File: src/design/ssr_pkg.sv
`timescale 1ns / 1ps
// ----------------------------------------------------------------------------
// ssr_pkg
// Shared types and constants for the streaming find-and-replace block.
// ----------------------------------------------------------------------------
package ssr_pkg;

    localparam int WIN_BYTES = 16;              // largest pattern / replacement
    localparam int LEN_W     = 5;               // holds 0..WIN_BYTES
    localparam int IDX_W     = 4;               // indexes WIN_BYTES bytes
    localparam int DATA_W    = WIN_BYTES * 8;
    localparam int CFG_W     = 64;

    typedef enum logic [2:0] {
        REG_PAT_LO   = 3'd0,
        REG_PAT_HI   = 3'd1,
        REG_PAT_LEN  = 3'd2,
        REG_REPL_LO  = 3'd3,
        REG_REPL_HI  = 3'd4,
        REG_REPL_LEN = 3'd5
    } t_cfg_reg;

    // Active configuration, lengths already clamped to their legal range
    typedef struct packed {
        logic [DATA_W-1:0] pattern;
        logic [LEN_W-1:0]  pat_len;
        logic [DATA_W-1:0] repl;
        logic [LEN_W-1:0]  repl_len;
    } t_cfg;

    // Emit command: send count bytes of data, byte 0 first; count 0 is a bare end
    typedef struct packed {
        logic [DATA_W-1:0] data;
        logic [LEN_W-1:0]  count;
        logic              last;
    } t_cmd;

endpackage

File: src/design/ssr_front.sv
`timescale 1ns / 1ps
// ----------------------------------------------------------------------------
// ssr_front
// Holds the pending window, compares it with the pattern and turns each
// transaction into at most one emit command.
// ----------------------------------------------------------------------------
module ssr_front import ssr_pkg::*; (
    input  logic             i_clk,
    input  logic             i_rst_n,
    input  t_cfg             i_cfg,
    input  logic             i_fill_clr,
    input  logic             i_in_valid,
    output logic             o_in_ready,
    input  logic [7:0]       i_data_byte,
    input  logic             i_byte_present,
    input  logic             i_end_of_text,
    input  logic             i_q_full,
    output logic             o_q_push,
    output t_cmd             o_q_cmd
);

    logic [7:0]        r_win [WIN_BYTES];
    logic [7:0]        n_win [WIN_BYTES];
    logic [7:0]        w_cur [WIN_BYTES];
    logic [LEN_W-1:0]  r_fill;
    logic [LEN_W-1:0]  n_fill;
    logic [LEN_W-1:0]  fill_eff;
    logic [LEN_W-1:0]  fill_new;
    logic [DATA_W-1:0] win_flat;
    logic              full;
    logic              match;
    logic              want_push;
    logic              accept;

    assign o_in_ready = !i_q_full;
    assign accept     = i_in_valid && o_in_ready;
    assign o_q_push   = accept && want_push;

    always_comb begin
        fill_eff = (r_fill >= i_cfg.pat_len) ? '0 : r_fill;
        fill_new = fill_eff + LEN_W'(i_byte_present);

        // Window with the incoming byte placed behind the pending ones
        for (int i = 0; i < WIN_BYTES; i++) begin
            w_cur[i] = (LEN_W'(i) < fill_eff) ? r_win[i] : i_data_byte;
            win_flat[8*i +: 8] = w_cur[i];
        end

        match = 1'b1;
        for (int i = 0; i < WIN_BYTES; i++) begin
            if ((LEN_W'(i) < i_cfg.pat_len) && (w_cur[i] != i_cfg.pattern[8*i +: 8])) begin
                match = 1'b0;
            end
        end

        full = i_byte_present && (fill_new == i_cfg.pat_len);

        // Command: replacement on a match, else the window head (or all of it
        // on the end transaction, which covers the flush)
        o_q_cmd.last  = i_end_of_text;
        o_q_cmd.data  = win_flat;
        o_q_cmd.count = fill_new;
        want_push     = i_end_of_text;
        if (full && match) begin
            o_q_cmd.data  = i_cfg.repl;
            o_q_cmd.count = i_cfg.repl_len;
            want_push     = (i_cfg.repl_len != '0) || i_end_of_text;
        end else if (full && !i_end_of_text) begin
            o_q_cmd.count = LEN_W'(1);
            want_push     = 1'b1;
        end

        n_win  = w_cur;
        n_fill = fill_new;
        if (full) begin
            if (match) begin
                n_fill = '0;
            end else begin
                for (int i = 0; i < WIN_BYTES - 1; i++) begin
                    n_win[i] = w_cur[i+1];
                end
                n_fill = i_cfg.pat_len - LEN_W'(1);
            end
        end
        if (i_end_of_text) begin
            n_fill = '0;
        end
    end

    always_ff @(posedge i_clk) begin
        if (accept) begin
            r_win <= n_win;
        end
    end

    always_ff @(posedge i_clk) begin
        if (!i_rst_n) begin
            r_fill <= '0;
        end else if (i_fill_clr) begin
            r_fill <= '0;
        end else if (accept) begin
            r_fill <= n_fill;
        end
    end

`ifndef SYNTHESIS
    // Pending count never reaches the pattern length
    a_fill_below_len: assert property (@(posedge i_clk) disable iff (!i_rst_n)
        r_fill < i_cfg.pat_len)
        else $error("window fill reached pattern length");
`endif

endmodule

File: src/design/ssr_cmd_fifo.sv
`timescale 1ns / 1ps
// ----------------------------------------------------------------------------
// ssr_cmd_fifo
// Short command queue between the front and the back.
// ----------------------------------------------------------------------------
module ssr_cmd_fifo import ssr_pkg::*; #(
    parameter int DEPTH = 2
) (
    input  logic i_clk,
    input  logic i_rst_n,
    input  logic i_push,
    input  t_cmd i_cmd,
    output logic o_full,
    input  logic i_pop,
    output t_cmd o_cmd,
    output logic o_empty
);

    localparam int AW = (DEPTH > 1) ? $clog2(DEPTH) : 1;
    localparam int CW = $clog2(DEPTH + 1);

    t_cmd          r_mem [DEPTH];
    logic [AW-1:0] r_wr_ptr;
    logic [AW-1:0] r_rd_ptr;
    logic [CW-1:0] r_count;

    assign o_full  = (r_count == CW'(DEPTH));
    assign o_empty = (r_count == '0);
    assign o_cmd   = r_mem[r_rd_ptr];

    always_ff @(posedge i_clk) begin
        if (i_push) begin
            r_mem[r_wr_ptr] <= i_cmd;
        end
    end

    always_ff @(posedge i_clk) begin
        if (!i_rst_n) begin
            r_wr_ptr <= '0;
            r_rd_ptr <= '0;
            r_count  <= '0;
        end else begin
            if (i_push) begin
                r_wr_ptr <= (r_wr_ptr == AW'(DEPTH - 1)) ? '0 : r_wr_ptr + AW'(1);
            end
            if (i_pop) begin
                r_rd_ptr <= (r_rd_ptr == AW'(DEPTH - 1)) ? '0 : r_rd_ptr + AW'(1);
            end
            if (i_push && !i_pop) begin
                r_count <= r_count + CW'(1);
            end else if (i_pop && !i_push) begin
                r_count <= r_count - CW'(1);
            end
        end
    end

endmodule

File: src/design/ssr_back.sv
`timescale 1ns / 1ps
// ----------------------------------------------------------------------------
// ssr_back
// Walks the head command byte by byte into the output register.
// ----------------------------------------------------------------------------
module ssr_back import ssr_pkg::*; (
    input  logic       i_clk,
    input  logic       i_rst_n,
    input  t_cmd       i_q_cmd,
    input  logic       i_q_empty,
    output logic       o_q_pop,
    output logic       o_out_valid,
    input  logic       i_out_ready,
    output logic [7:0] o_out_byte,
    output logic       o_out_byte_present,
    output logic       o_last_of_run
);

    logic [IDX_W-1:0] r_idx;
    logic             r_valid;
    logic [7:0]       r_byte;
    logic             r_present;
    logic             r_last;
    logic             load;
    logic             emit;
    logic             beat_last;

    assign load      = !r_valid || i_out_ready;
    assign emit      = load && !i_q_empty;
    assign beat_last = (i_q_cmd.count == '0) ||
                       ({1'b0, r_idx} == i_q_cmd.count - LEN_W'(1));
    assign o_q_pop   = emit && beat_last;

    assign o_out_valid        = r_valid;
    assign o_out_byte         = r_byte;
    assign o_out_byte_present = r_present;
    assign o_last_of_run      = r_last;

    always_ff @(posedge i_clk) begin
        if (!i_rst_n) begin
            r_valid <= 1'b0;
            r_idx   <= '0;
        end else begin
            if (load) begin
                r_valid <= !i_q_empty;
            end
            if (emit) begin
                r_idx <= beat_last ? '0 : r_idx + IDX_W'(1);
            end
        end
    end

    // A bare end marker carries a zero byte
    always_ff @(posedge i_clk) begin
        if (emit) begin
            r_byte    <= (i_q_cmd.count != '0) ? i_q_cmd.data[{r_idx, 3'b000} +: 8] : 8'h00;
            r_present <= (i_q_cmd.count != '0);
            r_last    <= i_q_cmd.last && beat_last;
        end
    end

`ifndef SYNTHESIS
    a_idx_in_cmd: assert property (@(posedge i_clk) disable iff (!i_rst_n)
        (!i_q_empty && i_q_cmd.count != '0) |-> ({1'b0, r_idx} < i_q_cmd.count))
        else $error("byte index beyond command length");
    a_mid_cmd_has_head: assert property (@(posedge i_clk) disable iff (!i_rst_n)
        (r_idx != '0) |-> !i_q_empty)
        else $error("partial command with empty queue");
    a_bare_is_last: assert property (@(posedge i_clk) disable iff (!i_rst_n)
        (r_valid && !r_present) |-> r_last)
        else $error("bare result without end mark");
`endif

endmodule

File: src/design/stream_substring_replace.sv
`timescale 1ns / 1ps
// A transaction's command is written into the command queue; its first result is then loaded into the output register.
// Throughput: one input transaction per cycle while each causes at most one result and the output is not stalled.
// A transaction causing k results (replacement burst or end flush, k up to 16)
// holds the output side while its bytes go out one by one; the 2-entry command queue then fills and
// input ready drops until the burst drains.
// Reset (synchronous, active low): window empty, queue and output empty, config defaults.
// ----------------------------------------------------------------------------
// stream_substring_replace
// Streaming find-and-replace on a byte stream: every leftmost, non-overlapping
// occurrence of the pattern is replaced by the replacement bytes.
// ----------------------------------------------------------------------------
module stream_substring_replace import ssr_pkg::*; #(
    parameter int CMD_FIFO_DEPTH = 2
) (
    input  logic             i_clk,
    input  logic             i_rst_n,
    // configuration write port
    input  logic             i_cfg_wr_en,
    input  logic [2:0]       i_cfg_index,
    input  logic [CFG_W-1:0] i_cfg_wdata,
    // input stream
    input  logic             i_in_valid,
    output logic             o_in_ready,
    input  logic [7:0]       i_data_byte,
    input  logic             i_byte_present,
    input  logic             i_end_of_text,
    // output stream
    output logic             o_out_valid,
    input  logic             i_out_ready,
    output logic [7:0]       o_out_byte,
    output logic             o_out_byte_present,
    output logic             o_last_of_run
);

    // Configuration registers, raw as written
    logic [CFG_W-1:0] r_pat_lo;
    logic [CFG_W-1:0] r_pat_hi;
    logic [LEN_W-1:0] r_pat_len;
    logic [CFG_W-1:0] r_repl_lo;
    logic [CFG_W-1:0] r_repl_hi;
    logic [LEN_W-1:0] r_repl_len;
    logic             fill_clr;
    t_cfg             cfg;

    t_cmd             q_in_cmd;
    t_cmd             q_out_cmd;
    logic             q_push;
    logic             q_pop;
    logic             q_full;
    logic             q_empty;

    always_ff @(posedge i_clk) begin
        if (!i_rst_n) begin
            r_pat_lo   <= '0;
            r_pat_hi   <= '0;
            r_pat_len  <= LEN_W'(1);
            r_repl_lo  <= '0;
            r_repl_hi  <= '0;
            r_repl_len <= '0;
        end else if (i_cfg_wr_en) begin
            case (i_cfg_index)
                REG_PAT_LO:   r_pat_lo   <= i_cfg_wdata;
                REG_PAT_HI:   r_pat_hi   <= i_cfg_wdata;
                REG_PAT_LEN:  r_pat_len  <= i_cfg_wdata[LEN_W-1:0];
                REG_REPL_LO:  r_repl_lo  <= i_cfg_wdata;
                REG_REPL_HI:  r_repl_hi  <= i_cfg_wdata;
                REG_REPL_LEN: r_repl_len <= i_cfg_wdata[LEN_W-1:0];
                default: ;  // unknown index: drop the write
            endcase
        end
    end

    // A new pattern length discards the pending window
    assign fill_clr = i_cfg_wr_en && (i_cfg_index == REG_PAT_LEN);

    // Clamp lengths: an empty pattern acts as one byte, both cap at the window size
    always_comb begin
        cfg.pattern = {r_pat_hi, r_pat_lo};
        cfg.repl    = {r_repl_hi, r_repl_lo};
        if (r_pat_len == '0) begin
            cfg.pat_len = LEN_W'(1);
        end else if (r_pat_len > LEN_W'(WIN_BYTES)) begin
            cfg.pat_len = LEN_W'(WIN_BYTES);
        end else begin
            cfg.pat_len = r_pat_len;
        end
        cfg.repl_len = (r_repl_len > LEN_W'(WIN_BYTES)) ? LEN_W'(WIN_BYTES) : r_repl_len;
    end

    // Front: window, compare, one command per transaction
    ssr_front u_front (
        .i_clk          (i_clk),
        .i_rst_n        (i_rst_n),
        .i_cfg          (cfg),
        .i_fill_clr     (fill_clr),
        .i_in_valid     (i_in_valid),
        .o_in_ready     (o_in_ready),
        .i_data_byte    (i_data_byte),
        .i_byte_present (i_byte_present),
        .i_end_of_text  (i_end_of_text),
        .i_q_full       (q_full),
        .o_q_push       (q_push),
        .o_q_cmd        (q_in_cmd)
    );

    // Queue: decouple the front from output stalls and bursts
    ssr_cmd_fifo #(
        .DEPTH (CMD_FIFO_DEPTH)
    ) u_cmd_fifo (
        .i_clk   (i_clk),
        .i_rst_n (i_rst_n),
        .i_push  (q_push),
        .i_cmd   (q_in_cmd),
        .o_full  (q_full),
        .i_pop   (q_pop),
        .o_cmd   (q_out_cmd),
        .o_empty (q_empty)
    );

    // Back: one output byte per cycle from the head command while the output is ready
    ssr_back u_back (
        .i_clk              (i_clk),
        .i_rst_n            (i_rst_n),
        .i_q_cmd            (q_out_cmd),
        .i_q_empty          (q_empty),
        .o_q_pop            (q_pop),
        .o_out_valid        (o_out_valid),
        .i_out_ready        (i_out_ready),
        .o_out_byte         (o_out_byte),
        .o_out_byte_present (o_out_byte_present),
        .o_last_of_run      (o_last_of_run)
    );

endmodule
File: config.mk
export PLATFORM = sky130hd
export DESIGN_NAME = stream_substring_replace
export DESIGN_NICKNAME = d
export VERILOG_FILES = /design/src/design/ssr_pkg.sv /design/src/design/ssr_front.sv /design/src/design/ssr_cmd_fifo.sv /design/src/design/ssr_back.sv /design/src/design/stream_substring_replace.sv
export SDC_FILE = /design/constraint.sdc
export NUM_CORES = 1
export LEC_CHECK = 0
export ABC_AREA = 1
export BUFFER_PORTS_ARGS = -buffer_cell sky130_fd_sc_hd__buf_2
export CORE_MARGIN = 2
export CORE_UTILIZATION = 60
export DETAILED_ROUTE_END_ITERATION = 12
export PLACE_DENSITY = 0.73
export SETUP_SLACK_MARGIN = 0.4
export SYNTH_ARGS = -nofsm -noshare
export SYNTH_HDL_FRONTEND = slang
export SYNTH_SLANG_ARGS = --single-unit
File: constraint.sdc
create_clock -name i_clk -period 14.59 [get_ports i_clk]
set_input_delay 1.459 -clock i_clk [delete_from_list [all_inputs] [get_ports i_clk]]
set_output_delay 1.459 -clock i_clk [all_outputs]
set_load 0.03 [all_outputs]
; ---- After elaboration in Yosys (flattened, before gate mapping)
; Memories as Yosys holds them, arrays and structs flattened. A register that Yosys moved wholly into a read port is not among the register bits.
; Index checks and enable logic that the tools add are counted.
; Widths: inputs -> output; s select.
[word_totals]
n_memories = 1
ram_bits = 268
ff_bits = 418
inputBits = 82
output_inout_bits = 12
[mem_list]
columns = memory, words, word_bits, rd, rd_clocked_by_memory_dff, write_ports, line_no
row1 = u_cmd_fifo.r_mem, 2, 134, 1, 1, 1, ssr_cmd_fifo.sv:22  ; t_cmd r_mem [DEPTH];
[classes]
n_mux = 55
reduce_logical = 50
n_addsub = 8
order_cmp = 35
eq_ne = 24
bitwise_logic = 1
n_shift = 1
[op_table]
columns = cell, count
row1 = $mux 120, 2
row2 = $mux 128, 1
row3 = $mux 8, 16
row4 = $ne 8x8->1, 16
row5 = $shiftx 128x8->8, 1
row6 = $lt 4x5->1 const A, 16
row7 = $mux 5, 9
row8 = $lt 3x5->1 const A, 8
row9 = $logic_and 1x1->1, 27
row10 = $mux 1, 24
row11 = $lt 1x5->1 const A, 4
row12 = $lt 2x5->1 const A, 4
row13 = $reduce_and 2->1, 6
row14 = $gt 5x5->1 const B, 2
row15 = $logic_not 5->1, 2
row16 = $reduce_bool 5->1, 2
row17 = $sub 5x1->5 const B, 2
row18 = $eq 3x2->1 const B, 2
row19 = $eq 3x3->1 const B, 2
row20 = $logic_not 1->1, 6
row21 = $add 5x1->5, 1
row22 = $eq 4x5->1, 1
row23 = $eq 5x5->1, 1
row24 = $ge 5x5->1, 1
row25 = 14 further kinds, 18

; ---- Depth between registers and ports, before layout
; Gate-level depths: netlist of run 1.
[logic_depth]
ltp_word = 32
ltp_mapped = 37

; ---- Cells and area by module
; From an unflattened synthesis of run 1, not the netlist that was laid out.
[hier_totals]
cells_unflattened = 4312
hier_area_um2 = 34864.7
[by_module_without_submodules]
columns = mod, seq_area_each_um2, cells_each, instances, area_each_um2
row1 = ssr_front, 3943.8, 1960, 1, 12086.6
row2 = stream_substring_replace, 5325.1, 1545, 1, 10651.5
row3 = ssr_cmd_fifo, 8147.8, 452, 1, 10134.7
row4 = ssr_back, 400.4, 355, 1, 1991.9

; ---- Least setup slack after synthesis of run 1
; Ideal clock, no wire load.
[synth_timing]
kind = in2reg
start = input i_in_valid
end = memory u_cmd_fifo.r_mem[0][0] (netlist name) (enable)
path_slack_ps = 3882
path_buffers = 0
t_arrival_ps = 10080
setup_time_ps = 628
stages = 4
cell_sequence = nand2_1 inv_1 nand2_1 nor2_1
[synth_between]
elab_chain_len = 4
[synth_rtl]
columns = item, line_no
row1 = start: declaration, stream_substring_replace.sv:23  ; input logic i_in_valid,
row2 = $logic_and 1x1->1, ssr_front.sv:36  ; assign accept = i_in_valid && o_in_ready;
row3 = via u_front.accept, ssr_front.sv:33  ; logic accept;
row4 = $logic_and 1x1->1, ssr_front.sv:37  ; assign o_q_push = accept && want_push;
row5 = $mux 1, ssr_cmd_fifo.sv:32  ; if (i_push) begin
row6 = $mux 1 (not written as such), ssr_cmd_fifo.sv:33  ; r_mem[r_wr_ptr] <= i_cmd;
row7 = end: declaration, ssr_cmd_fifo.sv:22
; The timed path passes the listed nets, and every way through them passes these cells.

==> results of run 1 <==
==> where the power goes <==
group	internal, mW	leakage (nW)	switching [mW]	total (mW)
Sequential	2.25	6.09	0.0494	2.30
Clock	1.01	1.10	0.791	1.80
Combinational	0.198	7.06	0.596	0.793
==> layout make-up <==
class	count	area, sq um
clock inverter	34	298
inverter	315	1200
clock buffer	100	1980
antenna	2	5.00
tap	696	871
fill	4559	18300
sequential	687	17800
timing repair buffer	130	749
multi-input combinational	2632	12500
==> critical path, stage by stage, from the launching register on <==
cell and delay, ps:
dfxtp_1 820, ha_1 370, nand2_1 100, inv_2 50, a21oi_1 260, nand3_2 550
nand2_4 500, nand2_1 400, o21ai_0 600, nand2_1 100, nand2_1 80, nand2_1 50
nor2_1 100, nand2_1 100, nand2_1 70, nand3_1 80, nor2_2 180, nand3_4 190
nand2_8 380, buf_4 690, inv_4 400, buf_4 470, nand2_1 150, o21ai_1 70
==> registers in the layout (all words and copies together), names as in the netlist, 2 cells and up, named ones only <==
signal / flops
r_pat_hi: 64
r_repl_len: 5
r_pat_lo: 64
u_back.r_idx: 4
u_front.r_win: 128
r_repl_lo: 64
r_pat_len: 5
u_cmd_fifo.r_count: 2
r_repl_hi: 64
u_cmd_fifo.r_mem: 268
u_back.o_out_byte: 8
u_front.r_fill: 5
==> how the worst min path moves through the flow <==
stage / from / end / slack, ps / depth (start not counted)
6_report: u_cmd_fifo.r_rd_ptr / flip-flop / 450 / 1
5_1_grt: r_repl_lo[57] / r_repl_lo[57] / 470 / 2
4_1_cts: u_cmd_fifo.r_rd_ptr / flip-flop / 450 / 1
3_5_place_dp: r_repl_lo[56] / r_repl_lo[56] / 440 / 2
3_3_place_gp: u_cmd_fifo.r_rd_ptr / flip-flop / 430 / 1
2_1_floorplan: r_repl_lo[15] / r_repl_lo[15] / 420 / 2
==> stage by stage <==
step / util (%) / cells / power (mW) / hold slack, ps / instance area (sq um)
after floorplan: - / 3859 / 2.84 / 424 / 32500
after global placement: 61.7 / 4460 / 3.10 / 428 / 33200
after detailed placement: 61.7 / 4460 / 3.11 / 439 / 33200
after CTS: 66.0 / 4594 / 4.87 / 446 / 35400
after global routing: 66.0 / 4594 / 5.05 / 467 / 35400
final: 66.0 / 4596 / 4.90 / 445 / 35400
==> layout by cell type (no fill, tap or decap), drive strengths merged, types with 3 or more instances in the layout <==
cell / instances
a21oi: 164
a31oi: 44
buf: 130
bufinv: 3
clkbuf: 100
clkinv: 29
clkinvlp: 4
dfxtp: 281
edfxtp: 406
ha: 12
inv: 313
mux2i: 5
nand2: 900
nand3: 184
nand3b: 46
nand4: 12
nor2: 482
nor3: 4
o211ai: 24
o21ai: 651
o221ai: 45
o22ai: 23
o31ai: 3
xnor2: 13
xor2: 14
==> per-layer routing <==
| metal | wire length [um] | share of wire, % | vias up |
|---|---|---|---|
| li1 | - | - | 13000 |
| met1 | 42400 | 38 | 13200 |
| met2 | 48400 | 43 | 1723 |
| met3 | 12900 | 11 | 382 |
| met4 | 8600 | 7.6 | 8 |
| met5 | 50 | 0.044 | - |
==> kinds of logic after synthesis <==
kind of cell | after synthesis | share of synthesized area (%)
and+or+nand+nor | 1629 | 20.8
DFF | 687 | 54.8
buffers and inverters | 540 | 6.87
AOI/OAI and AO/OA | 959 | 16.2
xor gates and xnor gates | 27 | 0.727
muxes | 5 | 0.154
adders and majority gates | 12 | 0.462
==> results.md, run 1 <==
* Starting DRT DRC Count at 3,543
* CTS Hold Buffers Added at 0
* CTS root buf: clkbuf_16
* Reg2reg start: u_front.r_fill[3]
* R2R Setup Slk at 7400 ps
* Peak supply drop at 113 uV
* Largest net degree at the start of global routing at 124
* GP Congestion at 0.986
* Drt pass-1 iters at 8
* Crit path from: u_front.r_fill[3]
* Setup Crit Path Kind: reg2reg
* First-pass GRT wire length at 164,000 um
* Final setup viols at 0
* Post-synth cell types at 46
* Outcome: complete, no violations
* Synth warn at 0
* Crit end category: flip-flop
* Number of vias per cell at 6.16
* Reg2reg end: u_front.r_win[86]
* Clock Latency Late Sink at 630 ps
* Input/output buffers at 93
* Met3 Resource Use GR at 8.03%
* Core ar. at 0.0537 sq mm
* Num rows at 85
* Max-cap violations at 0
* Top area cells in the synthesized netlist: edfxtp_1 37%, dfxtp_1 17%, nand2_1 10%, o21ai_0 7.9%, nor2_1 5.5%
* Htree depth at 3
* Ports at 94
* Post-DRT Antenna Nets at 0
* Syn Nets at 3,953
* CTS tree: done
* Ys async rst share at 0%
* CP Data Arrival Time at 7530 ps
* Top Usage Layer GRT: met2
* Cell accounting for the most synthesized area: edfxtp_1
* Clock Skew at 22.9 ps
* Die Footprint at 0.0561 sq mm
* Grt total ovfl at 0
* Overall Global Routing Usage at 39.8%
* Flops & latches, synth at 687
* Cts bufs inserted at 72
* GRT met2 Usage at 60.3%
* FMAX at 139 MHz
* Final net count at 3,932
* Clock Pin Slew Worst Setup and Hold Paths at 60 ps
* Post-Syn Area at 0.0325 sq mm
* Initial antenna violation count at 6
* Met1 usage at 52.1%
* Max Root-Sink Buffers at 3
* RSZ-0062 raised after global routing: false
* Syn_area_per_cell at 8.43 sq um
* Area share of the largest cell type after synthesis at 37.5%
* Power Density at 138 mW/mm^2
* Area delta synth->final at 8.94%
* Count leader, synth: nand2_1
* Reg2reg path depth at 23
* Synth Flop Type: edfxtp_1
* Synth top cells by count: 878 x nand2_1, 516 x o21ai_0, 475 x nor2_1
* Tcrit/Tclk final at 49.3%
* DR WL/cell at 24.5 um
* Setup WS pre-CTS at 7620 ps
* Number of synthesized flops with an enable pin at 406
* Hold Fails Final Rpt at 0
* Final TNS setup at 0 ps
* Via Count at 28,300
* Pins Over Slew Limit at 0
* Postcts setup bufs at 0
* Post-CTS Resized at 0
* Slew HR at 21.3%
* Leak at 14.3 nW
* Final WS setup at 7400 ps
* Seq/Total Area, Yosys at 54.8%
* Critical Path Start Type: flip-flop
* Mapped Cells at 3,859
* Detailed Place HPWL at 75,400 um
* Final WL at 112,000 um
* Drt drc at 0
* Die Y at 237 um
* Clock sink count at 687
* CP Data Required Time at 14,930 ps
* Vias in the first global route at 25,700
* Critical Path End: u_front.r_win[86]
* Crit Path Max Fanout at 69
* HP Class: reg2reg
* Tmin final at 7190 ps
* Initial core utilization at 60.6%
* Die W at 237 um
* Measured slew at the worst slew-check pin at 1170 ps
* Share of layout cells above drive strength 1 at 8.16%
Note: power is estimated with default switching activity, not from simulation.
==> inputs of run 2 (changes only) <==
clock period = 7.5 ns   (was 14.59 ns; I/O delays follow)
==> run 2 against run 1 <==
- hold slack lost 34 ps
- cell area grew 0.98%
- global-route usage is essentially flat
- die area is the same
- wire length grew 0.57%
- non-clock buffer count grew 8
- combinational power grew 94%
- largest cell class unchanged
==> results.md, run 2 (synthesized netlist as in run 1, its figures left out) <==
* Power Density at 273 mW/mm^2 (was 138 mW/mm^2)
* Clock Skew at 21.4 ps (was 22.9 ps)
* Num rows at 85 (unchanged)
* Tmin final at 6460 ps (was 7190 ps)
* Critical Path Start Type: flip-flop (unchanged)
* Cts bufs inserted at 72 (unchanged)
* RSZ-0062 raised after global routing: false (unchanged)
* Vias in the first global route at 25,400 (was 25,700)
* Final TNS setup at 0 ps (unchanged)
* Pins Over Slew Limit at 0 (unchanged)
* Post-CTS Resized at 0 (unchanged)
* Core ar. at 0.0537 sq mm (unchanged)
* HP Class: in2reg (was reg2reg)
* Postcts setup bufs at 0 (unchanged)
* Tcrit/Tclk final at 86.2% (was 49.3%)
* Drt pass-1 iters at 7 (was 8)
* Detailed Place HPWL at 76,500 um (was 75,400 um)
* CTS root buf: clkbuf_16 (unchanged)
* Max-cap violations at 0 (unchanged)
* Leak at 14.4 nW (was 14.3 nW)
* CP Data Arrival Time at 6770 ps (was 7530 ps)
* Die Y at 237 um (unchanged)
* Largest register FFs at 268 (unchanged)
* FMAX at 155 MHz (was 139 MHz)
* Input/output buffers at 93 (unchanged)
* Starting DRT DRC Count at 3,853 (was 3,543)
* Max Root-Sink Buffers at 3 (unchanged)
* Clock Pin Slew Worst Setup and Hold Paths at 60 ps (about the same)
* Most frequent cells in the layout: 878 x nand2_1, 516 x o21ai_0, 471 x nor2_1 (unchanged)
* Die W at 237 um (unchanged)
* CP Data Required Time at 7810 ps (was 14,930 ps)
* Initial core utilization at 60.6% (unchanged)
* Final WL at 113,000 um (was 112,000 um)
* Measured slew at the worst slew-check pin at 1140 ps (was 1170 ps)
* CTS tree: done (unchanged)
* Clock sink count at 687 (unchanged)
* Crit end category: flip-flop (unchanged)
* GP Congestion at 0.991 (was 0.986)
* Top flop regs: u_cmd_fifo.r_mem (268), u_front.r_win (128) (unchanged)
* Final WS setup at 1040 ps (was 7400 ps)
* Overall Global Routing Usage at 39.8% (about the same)
* Hold Fails Final Rpt at 0 (unchanged)
* Dpl cells at 4,468 (was 4,460)
* Final net count at 3,940 (was 3,932)
* Share of layout cells above drive strength 1 at 8.45% (was 8.16%)
* Area delta synth->final at 10.0% (was 8.94%)
* Die Footprint at 0.0561 sq mm (unchanged)
* Htree depth at 3 (unchanged)
* Final std cells w/o fill at 4,603 (was 4,596)
* Initial antenna violation count at 3 (was 6)
* Number of vias per cell at 6.15 (was 6.16)
* Reg with most FFs: u_cmd_fifo.r_mem (unchanged)
* Slew HR at 24.2% (was 21.3%)
* First-pass GRT wire length at 164,000 um (about the same)
* CTS Hold Buffers Added at 0 (unchanged)
* Ports at 94 (unchanged)
* Final setup viols at 0 (unchanged)
* Commonest non-fill, non-tap cell in the layout: nand2_1 (unchanged)
* Post-DRT Antenna Nets at 0 (unchanged)
* Clock Latency Late Sink at 630 ps (about the same)
* Setup WS pre-CTS at 1250 ps (was 7620 ps)
* DR WL/cell at 24.6 um (was 24.5 um)
* Grt total ovfl at 0 (unchanged)
* Peak supply drop at 188 uV (was 113 uV)
* Via Count at 28,300 (about the same)
* Drt drc at 0 (unchanged)
* Outcome: complete, no violations (unchanged)
* Crit Path Max Fanout at 104 (was 69)
* Setup Crit Path Kind: reg2reg (unchanged)
* Largest net degree at the start of global routing at 125 (was 124)
==> run 2: cell types whose count changed in the layout (fill, tap and decap cells not counted), moves of 2 or more <==
cell / delta
buf_12: +8
clkbuf_1: -7
clkbuf_16: +7
clkbuf_8: +4
clkinv_2: -4
clkinv_1: +3
clkinv_8: -3
clkinvlp_4: -3
bufinv_16: +2
==> run 2: power breakdown <==
group / total [mW] / leakage, nW / switching (mW) / internal [mW]
clock: 3.73 / 1.21 / 1.53 / 2.20
combinational: 1.54 / 7.13 / 1.15 / 0.395
sequential: 4.49 / 6.09 / 0.114 / 4.38
total: 9.76 / 14.4 / 2.79 / 6.98
==> run 2: final timing paths <==
path / start / endpoint / slack [ps] / cells after the start
max: r_pat_len[3] / u_front.r_win[9] / 1040 / 27
min: i_cfg_wdata[21] / r_pat_lo[21] / 410 / 3
max reg2reg: r_pat_len[3] / u_front.r_win[9] / 1040 / 27
min reg2reg: r_repl_lo[15] / r_repl_lo[15] / 450 / 2
==> run 2: worst max-delay path, cell delays in order (launching register included) <==
cell     delay (ps)
dfxtp_1         350
nor2_1          160
nand2_1         100
a21oi_1         440
ha_1            330
inv_1            50
nand2_1          60
nand2_1         110
nor2_4           60
nor2_8          450
nand2_4         140
nor2_1          190
nand3_1         550
nand2_2         430
nand2_1         150
nand2_1         170
nand2_1          60
nand2_1          60
nand2_1          50
nor2_1          130
nand2_1         190
nand2_1         100
nand2_1          60
nor2_2          150
nand3_4         180
nand2_8         230
buf_4           880
o21ai_0         240
==> run 2: area by class of cell <==
type | count | area (sq um)
fill | 4417 | 17900
sequential | 687 | 17800
multi-input combinational | 2632 | 12500
clock buffer | 104 | 2180
inverter | 315 | 1200
timing repair buffer | 138 | 910
tap | 696 | 871
clock inverter | 30 | 284
antenna | 1 | 2.50
==> run 2: per-layer routing <==
layer | track usage (%) | vias up | wire (um)
met4 | 22.8 | 2 | 7240
met1 | 52.5 | 13200 | 42700
met3 | 7.25 | 352 | 12600
met5 | 0 | - | 13
met2 | 62.0 | 1737 | 50400
li1 | - | 13000 | -
==> run 2: through the flow <==
stage / util [%] / hold slack (ps) / instance area (sq um) / total power [mW]
3_5_place_dp: 62.0 / 437 / 33300 / 6.06
4_1_cts: 66.6 / 403 / 35800 / 9.72
3_3_place_gp: 62.0 / 430 / 33300 / 6.04
6_report: 66.6 / 411 / 35800 / 9.76
5_1_grt: 66.6 / 444 / 35800 / 10.0
2_1_floorplan: - / 424 / 32500 / 5.51
